`config.mk`:
```
export PLATFORM = sky130hd
export DESIGN_NAME = mfdf_seq
export DESIGN_NICKNAME = d
export VERILOG_FILES = /design/src/rtl/mfdf_pkg.sv /design/src/rtl/mfdf_seq.sv
export SDC_FILE = /design/constraint.sdc
export NUM_CORES = 1
export LEC_CHECK = 0
export BUFFER_PORTS_ARGS = -buffer_cell sky130_fd_sc_hd__buf_2
export CAP_MARGIN = 20
export CORE_ASPECT_RATIO = 1.1
export CORE_MARGIN = 2
export CORE_UTILIZATION = 44
export CTS_CLUSTER_SIZE = 25
export DETAILED_ROUTE_END_ITERATION = 7
export PLACE_DENSITY_LB_ADDON = 0.25
export SYNTH_ARGS = -nofsm -noshare
export SYNTH_HDL_FRONTEND = slang
export SYNTH_SLANG_ARGS = --single-unit
```
`constraint.sdc`:
```
create_clock -name clk -period 1.7 [get_ports clk]
set_input_delay 0 -clock clk [delete_from_list [all_inputs] [get_ports clk]]
set_output_delay 0 -clock clk [all_outputs]
set_load 0.02 [all_outputs]
```
`src/rtl/mfdf_pkg.sv`:
```
// shared constants, register indexes and control word types for the flanger delay block
// no dependencies; used by the interfaces, the sequencer and the top level
package mfdf_pkg;

  // delay line depth, a power of two (256 up to 65536)
  localparam int LINE_DEPTH  = 65536;
  localparam int LINE_AW     = $clog2(LINE_DEPTH);
  // smoothing factor 0.001 as 66/65536
  localparam int SMOOTH_COEF = 66;

  localparam int SAMPLE_W    = 16;
  localparam int CFG_IDX_W   = 8;
  localparam int CFG_DATA_W  = 32;

  // shared multiplier shape
  localparam int MUL_A_W     = 34;
  localparam int MUL_B_W     = 18;
  localparam int PROD_W      = MUL_A_W + MUL_B_W;

  // configuration register indexes
  localparam logic [CFG_IDX_W-1:0] CFG_MODE          = 8'd0;
  localparam logic [CFG_IDX_W-1:0] CFG_TARGET_DELAY  = 8'd1;
  localparam logic [CFG_IDX_W-1:0] CFG_MOD_DEPTH     = 8'd2;
  localparam logic [CFG_IDX_W-1:0] CFG_FEEDBACK_GAIN = 8'd3;

  localparam logic MODE_FLANGER = 1'b0;
  localparam logic MODE_PLAIN   = 1'b1;

  localparam logic [15:0] MOD_DEPTH_RST = 16'd58982;
  localparam logic [15:0] FB_GAIN_RST   = 16'd13107;

  typedef enum logic [2:0] {
    MUL_OFF,
    MUL_SMOOTH,
    MUL_DEPTH,
    MUL_QHI,
    MUL_QLO,
    MUL_INTERP,
    MUL_FB
  } mul_sel_t;

  typedef enum logic [1:0] {
    ACC_HOLD,
    ACC_DIFF,
    ACC_BASE,
    ACC_ADD_MOD
  } acc_op_t;

  typedef enum logic [1:0] {
    MOD_HOLD,
    MOD_LOAD_HI,
    MOD_ADD_LO
  } mod_op_t;

  typedef enum logic [2:0] {
    MEM_IDLE,
    MEM_CLEAR,
    MEM_READ_A,
    MEM_READ_B,
    MEM_WRITE
  } mem_op_t;

  // datapath part of one control word
  typedef struct packed {
    mul_sel_t mul_sel;
    acc_op_t  acc_op;
    mod_op_t  mod_op;
    mem_op_t  mem_op;
    logic     ld_sd;
    logic     ld_lo;
    logic     ld_addr;
    logic     ld_a;
    logic     ld_y;
    logic     in_rdy;
    logic     commit;
  } dp_ctl_t;

  // status seen by the sequencer for its wait and jump conditions
  typedef struct packed {
    logic clr_last;
    logic in_valid;
    logic out_busy;
    logic plain_mode;
  } seq_cond_t;

endpackage

```
`src/rtl/mfdf_seq.sv`:
```
// microcode sequencer: step counter, control store and wait/jump handling
// depends on mfdf_pkg for the control word and condition types
module mfdf_seq (
  input  logic                 clk,
  input  logic                 rst_n,
  input  mfdf_pkg::seq_cond_t  cond,
  output mfdf_pkg::dp_ctl_t    ctl
);

  localparam int STEP_W = 5;

  localparam logic [STEP_W-1:0] ST_CLEAR  = 5'd0;
  localparam logic [STEP_W-1:0] ST_WAIT   = 5'd1;
  localparam logic [STEP_W-1:0] ST_DIFF   = 5'd2;
  localparam logic [STEP_W-1:0] ST_SMUL   = 5'd3;
  localparam logic [STEP_W-1:0] ST_SUPD   = 5'd4;
  localparam logic [STEP_W-1:0] ST_DEPTH  = 5'd5;
  localparam logic [STEP_W-1:0] ST_QHI    = 5'd6;
  localparam logic [STEP_W-1:0] ST_QLO    = 5'd7;
  localparam logic [STEP_W-1:0] ST_QSUM   = 5'd8;
  localparam logic [STEP_W-1:0] ST_DADD   = 5'd9;
  localparam logic [STEP_W-1:0] ST_ADDR   = 5'd10;
  localparam logic [STEP_W-1:0] ST_RDA    = 5'd11;
  localparam logic [STEP_W-1:0] ST_RDB    = 5'd12;
  localparam logic [STEP_W-1:0] ST_INTERP = 5'd13;
  localparam logic [STEP_W-1:0] ST_YSUM   = 5'd14;
  localparam logic [STEP_W-1:0] ST_FBMUL  = 5'd15;
  localparam logic [STEP_W-1:0] ST_WB     = 5'd16;

  typedef enum logic [1:0] {
    W_NONE,
    W_CLEAR,
    W_INPUT,
    W_OUT
  } wait_t;

  typedef enum logic [1:0] {
    J_NEXT,
    J_ALWAYS,
    J_PLAIN
  } jmp_t;

  typedef struct packed {
    mfdf_pkg::dp_ctl_t dp;
    wait_t             wt;
    jmp_t              jc;
    logic [STEP_W-1:0] tgt;
  } ucode_t;

  // control store
  function automatic ucode_t rom_word(input logic [STEP_W-1:0] s);
    ucode_t u;
    u = '0;
    unique case (s)
      ST_CLEAR: begin
        u.dp.mem_op = mfdf_pkg::MEM_CLEAR;
        u.wt        = W_CLEAR;
      end
      ST_WAIT: begin
        u.dp.in_rdy = 1'b1;
        u.wt        = W_INPUT;
      end
      ST_DIFF:   u.dp.acc_op  = mfdf_pkg::ACC_DIFF;
      ST_SMUL:   u.dp.mul_sel = mfdf_pkg::MUL_SMOOTH;
      ST_SUPD:   u.dp.ld_sd   = 1'b1;
      ST_DEPTH: begin
        u.dp.mul_sel = mfdf_pkg::MUL_DEPTH;
        u.dp.acc_op  = mfdf_pkg::ACC_BASE;
        u.jc         = J_PLAIN;
        u.tgt        = ST_ADDR;
      end
      ST_QHI: begin
        u.dp.mul_sel = mfdf_pkg::MUL_QHI;
        u.dp.ld_lo   = 1'b1;
      end
      ST_QLO: begin
        u.dp.mul_sel = mfdf_pkg::MUL_QLO;
        u.dp.mod_op  = mfdf_pkg::MOD_LOAD_HI;
      end
      ST_QSUM:   u.dp.mod_op  = mfdf_pkg::MOD_ADD_LO;
      ST_DADD:   u.dp.acc_op  = mfdf_pkg::ACC_ADD_MOD;
      ST_ADDR:   u.dp.ld_addr = 1'b1;
      ST_RDA:    u.dp.mem_op  = mfdf_pkg::MEM_READ_A;
      ST_RDB: begin
        u.dp.mem_op = mfdf_pkg::MEM_READ_B;
        u.dp.ld_a   = 1'b1;
      end
      ST_INTERP: u.dp.mul_sel = mfdf_pkg::MUL_INTERP;
      ST_YSUM:   u.dp.ld_y    = 1'b1;
      ST_FBMUL:  u.dp.mul_sel = mfdf_pkg::MUL_FB;
      ST_WB: begin
        u.dp.mem_op = mfdf_pkg::MEM_WRITE;
        u.dp.commit = 1'b1;
        u.wt        = W_OUT;
        u.jc        = J_ALWAYS;
        u.tgt       = ST_WAIT;
      end
      default: begin
        u.jc  = J_ALWAYS;
        u.tgt = ST_WAIT;
      end
    endcase
    return u;
  endfunction

  logic [STEP_W-1:0] step_r;
  logic [STEP_W-1:0] step_nxt;
  ucode_t            uc;
  logic              hold;
  logic              jump;

  always_comb begin
    uc = rom_word(step_r);
    unique case (uc.wt)
      W_NONE:  hold = 1'b0;
      W_CLEAR: hold = !cond.clr_last;
      W_INPUT: hold = !cond.in_valid;
      W_OUT:   hold = cond.out_busy;
    endcase
    jump = (uc.jc == J_ALWAYS) || ((uc.jc == J_PLAIN) && cond.plain_mode);

    ctl = uc.dp;
    if (hold) begin
      ctl.commit = 1'b0;
      if (uc.dp.mem_op == mfdf_pkg::MEM_WRITE) begin
        ctl.mem_op = mfdf_pkg::MEM_IDLE;
      end
    end

    if (hold) begin
      step_nxt = step_r;
    end else if (jump) begin
      step_nxt = uc.tgt;
    end else begin
      step_nxt = step_r + 1'b1;
    end
  end

  always_ff @(posedge clk) begin
    if (!rst_n) begin
      step_r <= ST_CLEAR;
    end else begin
      step_r <= step_nxt;
    end
  end

endmodule

```
Word-level counts from Yosys, hierarchy flattened
Cells that the tools add are included.
- register bits after elaboration: 5
- latch bits: 0
- memory bits (writable): 0
- ROM bits: 0
- bits of input ports: 6
- output and inout port bits: 17
- logic and storage cells: 49
- memories: 0
- $add $sub $neg: 1
- multipliers: 0
- div/mod/pow operators: 0
- order comparisons: 0
- equality and inequality tests: 22
- shift-type cells: 0
- mux-type cells: 18
- bitwise logic cells: 0
- reductions and logical operators: 7
- operators with widths (kind ; number):
    equality test 5 x 4 -> 1 bit, second input constant ; 8
    equality test 5 x 3 -> 1 bit, second input constant ; 4
    case mux 3 bit (6 select lines) ; 1
    OR reduction 15 bit ; 1
    case mux 7 bit (2 select lines) ; 1
    case mux 2 bit (3 select lines) ; 2
    case mux 3 bit (4 select lines) ; 1
    equality test 5 x 2 -> 1 bit, second input constant ; 2
    two-way mux 1 bit ; 8
    equality test 2 bit, second input constant ; 3
    two-way mux 3 bit ; 2
    adder 5 x 1 -> 5 bit, second input constant ; 1
    equality test 5 x 1 -> 1 bit, second input constant ; 1
    equality test 5 bit, second input constant ; 1
    zero test 5 bit ; 1
    two-way mux 5 bit ; 1
    equality test 2 x 1 -> 1 bit, second input constant ; 2
    case mux 1 bit (4 select lines) ; 1
    case mux 2 bit (2 select lines) ; 1
    equality test 3 bit, second input constant ; 1
    zero test 1 bit ; 2
    zero test 2 bit ; 1
    logical AND 1 bit ; 1
    logical OR 1 bit ; 1

Longest topological paths before layout
Gate-level depths: netlist (run 1).
- depth after elaboration: 7
- depth in mapped cells: 7
- gate-level depth less buffers: 6

Worst setup path before layout (run 1)
Ideal clock, no wire load.
- path kind: flip-flop to flip-flop
- from: reg step_r[3]
- to: reg step_r[0]
- setup time: 0.061 ns
- arrival time: 1.784 ns
- data required time: 1.639 ns
- path slack: -0.145 ns
- cell stages (with the launch flop): 8
- buffers on the path: 2
- period minus slack after synthesis: 1.845 ns
- path through: dfxtp_1 > buf_6 > clkbuf_1 > and3_1 > ha_1 > o21bai_2 > nor4_4 > o221a_1
- longest elaborated chain between the ends: 7
- elaborated cells between the ends (all ways): 30
- those cells by class: eq/ne (21); mux (4); reduce/logical (5)
- ends and longest elaborated chain (item ; line ; text):
    start: declaration ; mfdf_seq.sv:106 ; logic [STEP_W-1:0] step_r;
    start signal: assignment ; mfdf_seq.sv:143 ; step_r <= step_nxt;
    equality test 5 x 4 -> 1 bit, or another cell as far along ; mfdf_seq.sv:54 ; unique case (s)
    OR reduction 15 bit (no line) ; -- ;
    case mux 7 bit (2 select lines) ; mfdf_seq.sv:54 ;
    equality test 2 bit ; mfdf_seq.sv:120 ; jump = (uc.jc == J_ALWAYS) || ((uc.jc == J_PLAIN) && cond.plain_mode);
    logical AND 1 bit ; mfdf_seq.sv:120 ;
    logical OR 1 bit ; mfdf_seq.sv:120 ;
    two-way mux 5 bit ; mfdf_seq.sv:132 ; end else if (jump) begin
Several ways; a longest one is shown, not always the timed one.
A chain may end at the register's enable or synchronous reset.

Worst setup path in the final report (run 1)
- from: reg step_r[1]
- to: reg step_r[4]
The elaborated chain is that of the path after synthesis.

==> run summary, run 1 <==
Syn Std Cell Area: 701 µm²
portion of synthesized cell area occupied by the leading cell type: 14.3%
Worst Setup Start Kind: flop
Post-synth ARST share: 0%
final cycle utilization of the critical path: 102%
library cells used by synthesis: 46
power per unit of standard cell area: 1330 nW/µm²
wire length of the first global-routing pass: 3280 µm
Final Skew: 0.00339 ns
drt drc: 0
number of enable-type register cells in the synthesized netlist: 0
Vias/cell: 5.68
CP Capture Type: flop
overall overflow remaining after global route: 0
number of maximum-capacitance violations: 0
number of endpoints failing setup at the final stage: 2
net count of the mapped netlist: 96
final HPWL from detailed placement: 1510 µm
post-detailed-routing wire length: 2100 µm
post-synthesis sequential element count: 5
number of cells in the finished layout apart from fillers: 139
RSZ-0062 raised after global routing: yes
pin slew with the least headroom to its limit: 0.402 ns
number of endpoints with negative hold slack in the final report: 0
mean post-synth cell area: 8.24 µm²
floorplan die area: 1930 µm²
number of antenna violations at the first check in global routing: 0
reg-to-reg setup timing slack: -0.03 ns
die extent in y: 45.9 µm
worst-path fanout max: 6
Final Critical Period: 1.73 ns
violations in the final reports: negative setup slack
Syn-to-layout area delta: 52.5%
register name with the most flops: step_r
number of flip-flops in the largest register: 5
post-placement setup slack: -0.148 ns
die boundary width: 42.1 µm
outcome: finished, violations left
yosys warns: 0
maximum clock rate: 0.579 GHz
number of placed I/O pins: 23
initial core utilization: 45.5%
Final Slew Violations: 0
via count: 789
number of buffers inserted by hold repair at cts: 0
clock-pin slew on the worst setup and hold paths: 0.05 ns
layout net count: 134
fraction of final layout cells sized beyond drive strength 1: 60.7%
final worst slack: -0.0273 ns
crit path to: step_r[4]
most common flop cell mapped by yosys: sky130_fd_sc_hd__dfxtp_1
number of standard-cell rows in the floorplan: 15
root buffer cell: sky130_fd_sc_hd__clkbuf_4
Post-Route Hold Slack: 0.0332 ns
Routed WL per cell: 15.1 µm
Tightest Hold Check Type: in -> reg
endpoint of the worst-slack reg-to-reg timing path: step_r[4]
Clock Sinks: 5
number of nets still failing antenna checks after routing: 0
Synth area leader: sky130_fd_sc_hd__dfxtp_1
class of the most critical setup path: reg -> reg
Clock Latency Late Sink: 0.25 ns
Critical Path Source: step_r[1]
Inserted Clock Buffers: 3
All-Layer GR Usage: 22.9%
Lkg Pwr: 0.442 nW
headroom to the max-slew limit: 73.2%
iteration-0 DRC count of the detailed router: 10
sequential element share of the synthesized area: 14.3%
number of I/O port buffers: 22
registers with the most flip-flops: step_r (5)
R2R cell count: 6
data arrival at the endpoint of the critical path: 1.87 ns
total negative slack for setup checks: -0.0273 ns
synth cell count leaders: sky130_fd_sc_hd__nand2_1, sky130_fd_sc_hd__nor2_1
n_diodes: 0
WP data required: 1.84 ns
startpoint of the lowest-slack register-to-register path: step_r[1]
maximum count of clock buffers along a single path: 2
highest ir drop seen on vdd: 1.14 mV
pin count of the biggest net entering global routing: 15
Detailed Routing Iterations Pass 1: 4
count of placed standard cells including taps: 130
Core Region: 1540 µm²
most area-consuming cells after synthesis: sky130_fd_sc_hd__dfxtp_1, sky130_fd_sc_hd__ha_1, sky130_fd_sc_hd__nand2_1, sky130_fd_sc_hd__nor2_1, sky130_fd_sc_hd__nand2b_1
number of H-tree levels: 1
clock tree from TritonCTS: built
number of fill cells in the layout: 118
last weighted congestion value of the routability-driven placer: 0.841
count of mapped cells out of synthesis: 85
vias in the first global route: 726
placed cells by master (no fill, tap or decap), types with 2 or more instances in the layout:
| cell | instances |
|---|---|
| sky130_fd_sc_hd__inv_1 | 3 |
| sky130_fd_sc_hd__nor2_1 | 6 |
| sky130_fd_sc_hd__buf_2 | 22 |
| sky130_fd_sc_hd__a211oi_1 | 3 |
| sky130_fd_sc_hd__dfxtp_2 | 3 |
| sky130_fd_sc_hd__and2_1 | 2 |
| sky130_fd_sc_hd__nand2_1 | 7 |
| sky130_fd_sc_hd__o21ai_1 | 2 |
| sky130_fd_sc_hd__dfxtp_4 | 2 |
| sky130_fd_sc_hd__buf_4 | 16 |
| sky130_fd_sc_hd__clkbuf_4 | 3 |
| sky130_fd_sc_hd__nand2b_1 | 3 |
| sky130_fd_sc_hd__and3_4 | 2 |
| sky130_fd_sc_hd__o21ai_0 | 2 |
| sky130_fd_sc_hd__ha_4 | 4 |
| sky130_fd_sc_hd__nor3_1 | 5 |
cells by family after synthesis:
family | count (synthesis) | synth area share (%)
XOR/XNOR | 1 | 1.25
buffers and inverters | 11 | 10.2
AO/OA/AOI/OAI | 23 | 28.2
AND/OR/NAND/NOR | 39 | 35.7
multiplexers | 1 | 1.43
adder cells (fa/ha/maj) | 5 | 8.93
flip-flops | 5 | 14.3
critical path, stage by stage, from the launching register on:
cell	delay, ns
sky130_fd_sc_hd__dfxtp_4	0.39
sky130_fd_sc_hd__inv_4	0.06
sky130_fd_sc_hd__ha_4	0.18
sky130_fd_sc_hd__o211ai_2	0.22
sky130_fd_sc_hd__o311ai_4	0.20
sky130_fd_sc_hd__a2111o_1	0.45
sky130_fd_sc_hd__o32ai_1	0.13
per-stage QoR:
stage          util (%)  instance area (µm²)  total power, W
5_1_grt            69.4                 1070         0.00152
3_5_place_dp       57.7                  888         0.00103
2_1_floorplan         -                  721        0.000795
6_report           69.4                 1070         0.00143
3_3_place_gp       57.7                  888         0.00101
4_1_cts            63.8                  982         0.00132
where the power goes:
group          switching, W  internal [W]
combinational      0.000524      0.000539
sequential        0.0000600      0.000157
clock             0.0000553     0.0000891
routing by layer:
layer | vias up | track usage, % | share of wire (%)
li1 | 392 | - | -
met1 | 361 | 26.5 | 43
met2 | 30 | 42.5 | 50
met3 | 6 | 1.19 | 4.4
met4 | 0 | 13.1 | 2.8
met5 | - | 0 | 0
repair_timing:
| action | 4_1_cts | 5_1_grt |
|---|---|---|
| setup endpoints to repair | 5 | 7 |
| gates cloned | 0 | 0 |
| endpoints found under the hold margin | 0 | 0 |
| setup buffers | 2 | 3 |
| pin swaps | 3 | 7 |
| resized for setup | 13 | 15 |
worst min path at each step:
stage	slack (ns)	end	depth (start not counted)	startpoint
finish	0.03	step_r[0]	2	rst_n
global route	0.05	step_r[3]	3	rst_n
CTS	0.02	step_r[0]	2	rst_n
detailed placement	0.30	step_r[0]	2	rst_n
global placement	0.28	step_r[1]	3	rst_n
floorplan	0.09	ctl[0]	1	cond[1]
layout make-up:
cell class | instances | area (µm²) | area share [%]
Multi-Input combinational cell | 69 | 647 | 60.5
Timing Repair Buffer | 39 | 241 | 22.6
Sequential cell | 5 | 111 | 10.4
Inverter | 5 | 21.3 | 1.99
Clock buffer | 4 | 26.3 | 2.46
Tap cell | 17 | 21.3 | 1.99
(Power assumes the default switching activity.)
==> run 2: changes to the inputs <==
CTS_BUF_LIST = sky130_fd_sc_hd__clkbuf_16   (was default)
==> run 2 against run 1 <==
  * The flow still finishes with violations (negative setup slack)
  * Non-clock buffer count is the same
  * Largest power group unchanged
  * Sequential power barely moved
  * Flip-flop and latch count unchanged
  * Hold slack gained 0.020 ns
==> run summary, run 2 (synthesized netlist as in run 1, its figures left out) <==
floorplan die area: 1930 µm²
number of H-tree levels: 1
register name with the most flops: step_r
Inserted Clock Buffers: 3
layout net count: 134
number of buffers inserted by hold repair at cts: 0
Syn-to-layout area delta: 59.5%
Crit path largest cell delay: 0.45 ns
outcome: finished, violations left
overall overflow remaining after global route: 0
Clock Latency Late Sink: 0.23 ns
RSZ-0062 raised after global routing: yes
number of fill cells in the layout: 114
pin count of the biggest net entering global routing: 15
via count: 789
Clock Sinks: 5
All-Layer GR Usage: 23.7%
CP Capture Type: flop
number of nets still failing antenna checks after routing: 0
Lkg Pwr: 0.469 nW
last weighted congestion value of the routability-driven placer: 0.841
clock tree from TritonCTS: built
final HPWL from detailed placement: 1510 µm
Core Region: 1540 µm²
Post-Route Hold Slack: 0.0536 ns
initial core utilization: 45.5%
die boundary width: 42.1 µm
Crit-path slowest cell: sky130_fd_sc_hd__a2111o_1
highest ir drop seen on vdd: 1.20 mV
Final Critical Period: 1.72 ns
pin slew with the least headroom to its limit: 0.411 ns
number of maximum-capacitance violations: 0
cell-by-cell trace of the critical path: inv_4 > ha_4 > o211ai_2 > o311ai_4 > a2111o_1 > o32ai_1
maximum count of clock buffers along a single path: 2
number of placed I/O pins: 23
number of flip-flops in the largest register: 5
post-detailed-routing wire length: 2150 µm
number of standard-cell rows in the floorplan: 15
Final Skew: 0.00205 ns
number of endpoints failing setup at the final stage: 2
vias in the first global route: 740
buffers and inverters on the worst path: 1
Tightest Hold Check Type: in -> reg
drt drc: 0
number of I/O port buffers: 22
power per unit of standard cell area: 1500 nW/µm²
highest-count cells in the layout ignoring fill and taps: sky130_fd_sc_hd__buf_2, sky130_fd_sc_hd__buf_4, sky130_fd_sc_hd__nand2_1, sky130_fd_sc_hd__nor2_1, sky130_fd_sc_hd__nor3_1
violations in the final reports: negative setup slack
class of the most critical setup path: reg -> reg
root buffer cell: sky130_fd_sc_hd__clkbuf_16
Routed WL per cell: 15.5 µm
number of antenna violations at the first check in global routing: 0
most frequent standard cell in the layout excluding fill and tap cells: sky130_fd_sc_hd__buf_2
Detailed Routing Iterations Pass 1: 4
n_diodes: 0
Pwr Total: 0.00167 W
iteration-0 DRC count of the detailed router: 7
headroom to the max-slew limit: 72.6%
dpl cell area: 888 µm²
number of endpoints with negative hold slack in the final report: 0
die extent in y: 45.9 µm
worst-path fanout max: 6
Worst Setup Start Kind: flop
Vias/cell: 5.68
final instance area: 1120 µm²
critical path's top delay family: compound AO/OA/AOI/OAI gates
Final Slew Violations: 0
fraction of final layout cells sized beyond drive strength 1: 59.8%
clock-pin slew on the worst setup and hold paths: 0.04 ns
maximum clock rate: 0.581 GHz
final core utilization: 72.6%
WP data required: 1.82 ns
final worst slack: -0.0202 ns
registers with the most flip-flops: step_r (5)
final cycle utilization of the critical path: 101%
data arrival at the endpoint of the critical path: 1.84 ns
wire length of the first global-routing pass: 3390 µm
-- run 2: metal layers --
metal  track usage, %  up-vias  part of all wire [%]
li1                 -      395                     -
met1             27.2      366                    44
met2             43.8       23                    50
met3             2.38        5                   3.4
met4             13.1        0                   2.2
met5                0        -                     0
-- run 2: area by class of cell --
class,instances,area (µm²),share of cell area (%)
clock inverter,1,3.75,0.336
tap,17,21.3,1.90
timing repair buffer,39,241,21.6
multi-input combinational,69,643,57.6
sequential,5,111,9.97
inverter,5,21.3,1.90
clock buffer,3,75.1,6.72
-- run 2: worst register-to-register path: stages, from the launching register on --
cell and delay [ns]:
sky130_fd_sc_hd__dfxtp_4 0.38, sky130_fd_sc_hd__inv_4 0.06, sky130_fd_sc_hd__ha_4 0.18, sky130_fd_sc_hd__o211ai_2 0.21
sky130_fd_sc_hd__o311ai_4 0.20, sky130_fd_sc_hd__a2111o_1 0.45, sky130_fd_sc_hd__o32ai_1 0.14
-- run 2: final timing paths --
check | from | to | slack (ns) | cells after the start
worst max-delay path | step_r[1] | step_r[4] | -0.02 | 6
worst min register to register | step_r[1] | step_r[3] | 0.68 | 3
worst max register to register | step_r[1] | step_r[4] | -0.02 | 6
worst min-delay path | rst_n | step_r[0] | 0.05 | 2
-- run 2: power by group --
group | total [W] | switching (W) | internal [W]
Clock | 0.000394 | 0.0000882 | 0.000306
Combinational | 0.00106 | 0.000525 | 0.000537
Sequential | 0.000218 | 0.0000605 | 0.000158
-- run 2: what timing repair did --
item / CTS / global route
buffers inserted: 2 / 3
endpoints found under the setup margin: 5 / 5
pin swaps: 3 / 6
resized for setup: 13 / 14
-- run 2: per-stage QoR --
step	setup slack [ns]	TNS (ns)	std cells
floorplan	0.00260	0	85
global placement	-0.0594	-0.165	130
detailed placement	-0.148	-0.454	130
CTS	-0.00640	-0.00640	136
global route	-0.0994	-0.258	139
finish	-0.0202	-0.0298	139
==> run 3: changes to the inputs <==
SETUP_SLACK_MARGIN = 0.4   (was default)
==> run 3 against run 2 <==
  * The flow now stops in 5_1_grt
  * Synthesized cell count unchanged
  * Area after synthesis is the same
==> run summary, run 3 <==
outcome: did not finish
Halt Stage: 5_1_grt
first error: [ERROR DPL-0033] detailed placement checks failed during check placement.
number of I/O port buffers: 22
dpl cell area: 1000 µm²
Post-synth ARST share: 0%
number of antenna violations at the first check in global routing: 0
die extent in y: 45.9 µm
count of placed standard cells including taps: 138
initial core utilization: 45.5%
most common flop cell mapped by yosys: sky130_fd_sc_hd__dfxtp_1
number of H-tree levels: 1
sequential element share of the synthesized area: 14.3%
number of standard-cell rows in the floorplan: 15
number of enable-type register cells in the synthesized netlist: 0
maximum count of clock buffers along a single path: 2
yosys warns: 0
library cells used by synthesis: 46
number of buffers inserted by hold repair at cts: 0
Syn Std Cell Area: 701 µm²
portion of synthesized cell area occupied by the leading cell type: 14.3%
post-synthesis sequential element count: 5
pin count of the biggest net entering global routing: 12
most area-consuming cells after synthesis: sky130_fd_sc_hd__dfxtp_1, sky130_fd_sc_hd__ha_1, sky130_fd_sc_hd__nand2_1, sky130_fd_sc_hd__nor2_1, sky130_fd_sc_hd__nand2b_1
die boundary width: 42.1 µm
Synth area leader: sky130_fd_sc_hd__dfxtp_1
endpoint pin with the least setup slack after global-route repair: step_r[0]$_SDFFE_PN0N_/D
last weighted congestion value of the routability-driven placer: 0.927
net count of the mapped netlist: 96
Inserted Clock Buffers: 3
synth cell count leaders: sky130_fd_sc_hd__nand2_1, sky130_fd_sc_hd__nor2_1
Clock Sinks: 5
number of placed I/O pins: 23
root buffer cell: sky130_fd_sc_hd__clkbuf_16
kind of the worst endpoint: register input
mean post-synth cell area: 8.24 µm²
count of mapped cells out of synthesis: 85
final HPWL from detailed placement: 1600 µm
run 3: kinds of logic after synthesis:
| kind of cell | after synthesis | share of synthesized area (%) |
|---|---|---|
| muxes | 1 | 1.43 |
| buffers and inverters | 11 | 10.2 |
| xor gates and xnor gates | 1 | 1.25 |
| adders and majority gates | 5 | 8.93 |
| AOI/OAI and AO/OA | 23 | 28.2 |
| and+or+nand+nor | 39 | 35.7 |
| DFF | 5 | 14.3 |
run 3: stage by stage:
step	hold slack, ns	setup slack, ns	util, %
CTS	0.0681	-0.0637	82.1
detailed placement	0.299	-0.0995	65.0
global placement	0.293	-0.0926	65.0
floorplan	0.0513	0.0298	-
run 3: what timing repair did:
item	CTS
setup buffers	7
setup endpoints to repair	22
pin swaps	9
resized for setup	34
==> run 4: changes to the inputs <==
CORE_AREA = 2 2 63 65   (was default)
CORE_ASPECT_RATIO = default   (was 1.1)
CORE_MARGIN = default   (was 2)
CORE_UTILIZATION = default   (was 44)
CTS_BUF_LIST = default   (was sky130_fd_sc_hd__clkbuf_16)
CTS_CLUSTER_SIZE = default   (was 25)
DIE_AREA = 0 0 65 67   (was default)
PLACE_DENSITY_LB_ADDON = 0.15   (was 0.25)
SETUP_SLACK_MARGIN = default   (was 0.4)
clock period = 2.21 ns   (was 1.7 ns; I/O delays follow)
==> run 4 against run 3 <==
  * The flow now finishes without violations
==> run summary, run 4 (synthesized netlist as in run 1, its figures left out) <==
number of flip-flops in the largest register: 5
CP Capture Type: flop
die extent in y: 67 µm
number of endpoints failing setup at the final stage: 0
root buffer cell: sky130_fd_sc_hd__clkbuf_8
number of endpoints with negative hold slack in the final report: 0
register name with the most flops: step_r
post-placement setup slack: 0.142 ns
number of placed I/O pins: 23
Vias/cell: 4.62
floorplan die area: 4360 µm²
highest ir drop seen on vdd: 0.379 mV
Lkg Pwr: 0.378 nW
Inserted Clock Buffers: 3
headroom to the max-slew limit: 64.2%
Syn-to-layout area delta: 27.9%
post-detailed-routing wire length: 2020 µm
number of H-tree levels: 1
maximum clock rate: 0.498 GHz
Core Region: 3610 µm²
reg-to-reg setup timing slack: 0.20 ns
clock tree from TritonCTS: built
Final Slew Violations: 0
vias in the first global route: 685
worst-path fanout max: 11
Routed WL per cell: 12.9 µm
overall overflow remaining after global route: 0
number of standard-cell rows in the floorplan: 22
Final Critical Period: 2.01 ns
Worst Setup Start Kind: flop
crit path to: step_r[4]
WP data required: 2.33 ns
most frequent standard cell in the layout excluding fill and tap cells: sky130_fd_sc_hd__buf_2
pin count of the biggest net entering global routing: 12
startpoint of the lowest-slack register-to-register path: step_r[0]
final cycle utilization of the critical path: 90.9%
fraction of final layout cells sized beyond drive strength 1: 38.5%
number of maximum-capacitance violations: 0
n_diodes: 0
class of the most critical setup path: reg -> reg
layout net count: 121
Final Skew: 0.00100 ns
Clock Sinks: 5
data arrival at the endpoint of the critical path: 2.13 ns
number of I/O port buffers: 22
die boundary width: 65 µm
initial core utilization: 19.4%
number of buffers inserted by hold repair at cts: 0
Detailed Routing Iterations Pass 1: 4
wire length of the first global-routing pass: 3440 µm
number of antenna violations at the first check in global routing: 0
drt drc: 0
Pwr Total: 0.000838 W
final HPWL from detailed placement: 1630 µm
All-Layer GR Usage: 10.1%
highest-count cells in the layout ignoring fill and taps: sky130_fd_sc_hd__buf_2, sky130_fd_sc_hd__nand2_1, sky130_fd_sc_hd__nor2_1
total negative slack for setup checks: 0 ns
clock-pin slew on the worst setup and hold paths: 0.03 ns
Critical Path Source: step_r[0]
pin slew with the least headroom to its limit: 0.536 ns
R2R cell count: 6
via count: 726
endpoint of the worst-slack reg-to-reg timing path: step_r[4]
power per unit of standard cell area: 935 nW/µm²
RSZ-0062 raised after global routing: no
number of nets still failing antenna checks after routing: 0
Clock Latency Late Sink: 0.22 ns
Tightest Hold Check Type: in -> reg
final worst slack: 0.202 ns
maximum count of clock buffers along a single path: 2
outcome: finished clean
registers with the most flip-flops: step_r (5)
iteration-0 DRC count of the detailed router: 53
last weighted congestion value of the routability-driven placer: 0.743
-- run 4: layout make-up --
cell class / count / area [µm²]
multi-input cells: 69 / 532
inverters: 5 / 18.8
repair buffers: 26 / 140
well taps: 48 / 60.1
clock buffers: 4 / 45.0
fillers: 405 / 2710
flip-flops and latches: 5 / 100
-- run 4: through the flow --
| step | instance area [µm²] | instances | hold slack, ns | util [%] |
|---|---|---|---|---|
| after global routing | 896 | 157 | 0.0986 | 24.8 |
| final | 896 | 157 | 0.0621 | 24.8 |
| after global placement | 848 | 153 | 0.283 | 23.5 |
| after CTS | 893 | 157 | 0.0578 | 24.8 |
| after floorplan | 701 | 85 | 0.0887 | - |
| after detailed placement | 848 | 153 | 0.283 | 23.5 |
-- run 4: worst min-delay path by stage --
stage | from | end | slack (ns) | cells past startpoint
2_1_floorplan | cond[1] | ctl[0] | 0.09 | 1
6_report | rst_n | step_r[1] | 0.06 | 3
5_1_grt | rst_n | step_r[0] | 0.1 | 2
3_5_place_dp | rst_n | step_r[1] | 0.28 | 3
3_3_place_gp | rst_n | step_r[1] | 0.28 | 3
4_1_cts | rst_n | step_r[1] | 0.06 | 3
-- run 4: per-layer routing --
layer | vias to the layer above | wire (µm) | track usage, %
met5 | - | 0 | 0
met4 | 0 | 0 | 0.798
met3 | 0 | 115 | 2.20
met2 | 19 | 944 | 17.8
met1 | 345 | 962 | 13.0
li1 | 362 | - | -
-- run 4: what timing repair did --
item / CTS / global route
setup buffers: 0 / 0
gates resized for setup: 0 / 1
endpoints found under the setup margin: 0 / 2
hold endpoints to repair: 0 / 0
-- run 4: power by group --
part	internal [W]	switching [W]	total, W	leakage (nW)
clock	0.000124	0.0000424	0.000166	0.0228
combinational	0.000215	0.000316	0.000531	0.315
sequential	0.000110	0.0000311	0.000141	0.0408
total	0.000449	0.000389	0.000838	0.378
-- run 4: critical path, stage by stage, from the launching register on --
cell                       delay (ns)
sky130_fd_sc_hd__dfxtp_1         0.44
sky130_fd_sc_hd__inv_1           0.10
sky130_fd_sc_hd__ha_1            0.34
sky130_fd_sc_hd__or4b_4          0.27
sky130_fd_sc_hd__o311ai_2        0.18
sky130_fd_sc_hd__a2111o_1        0.46
sky130_fd_sc_hd__o32ai_1         0.12
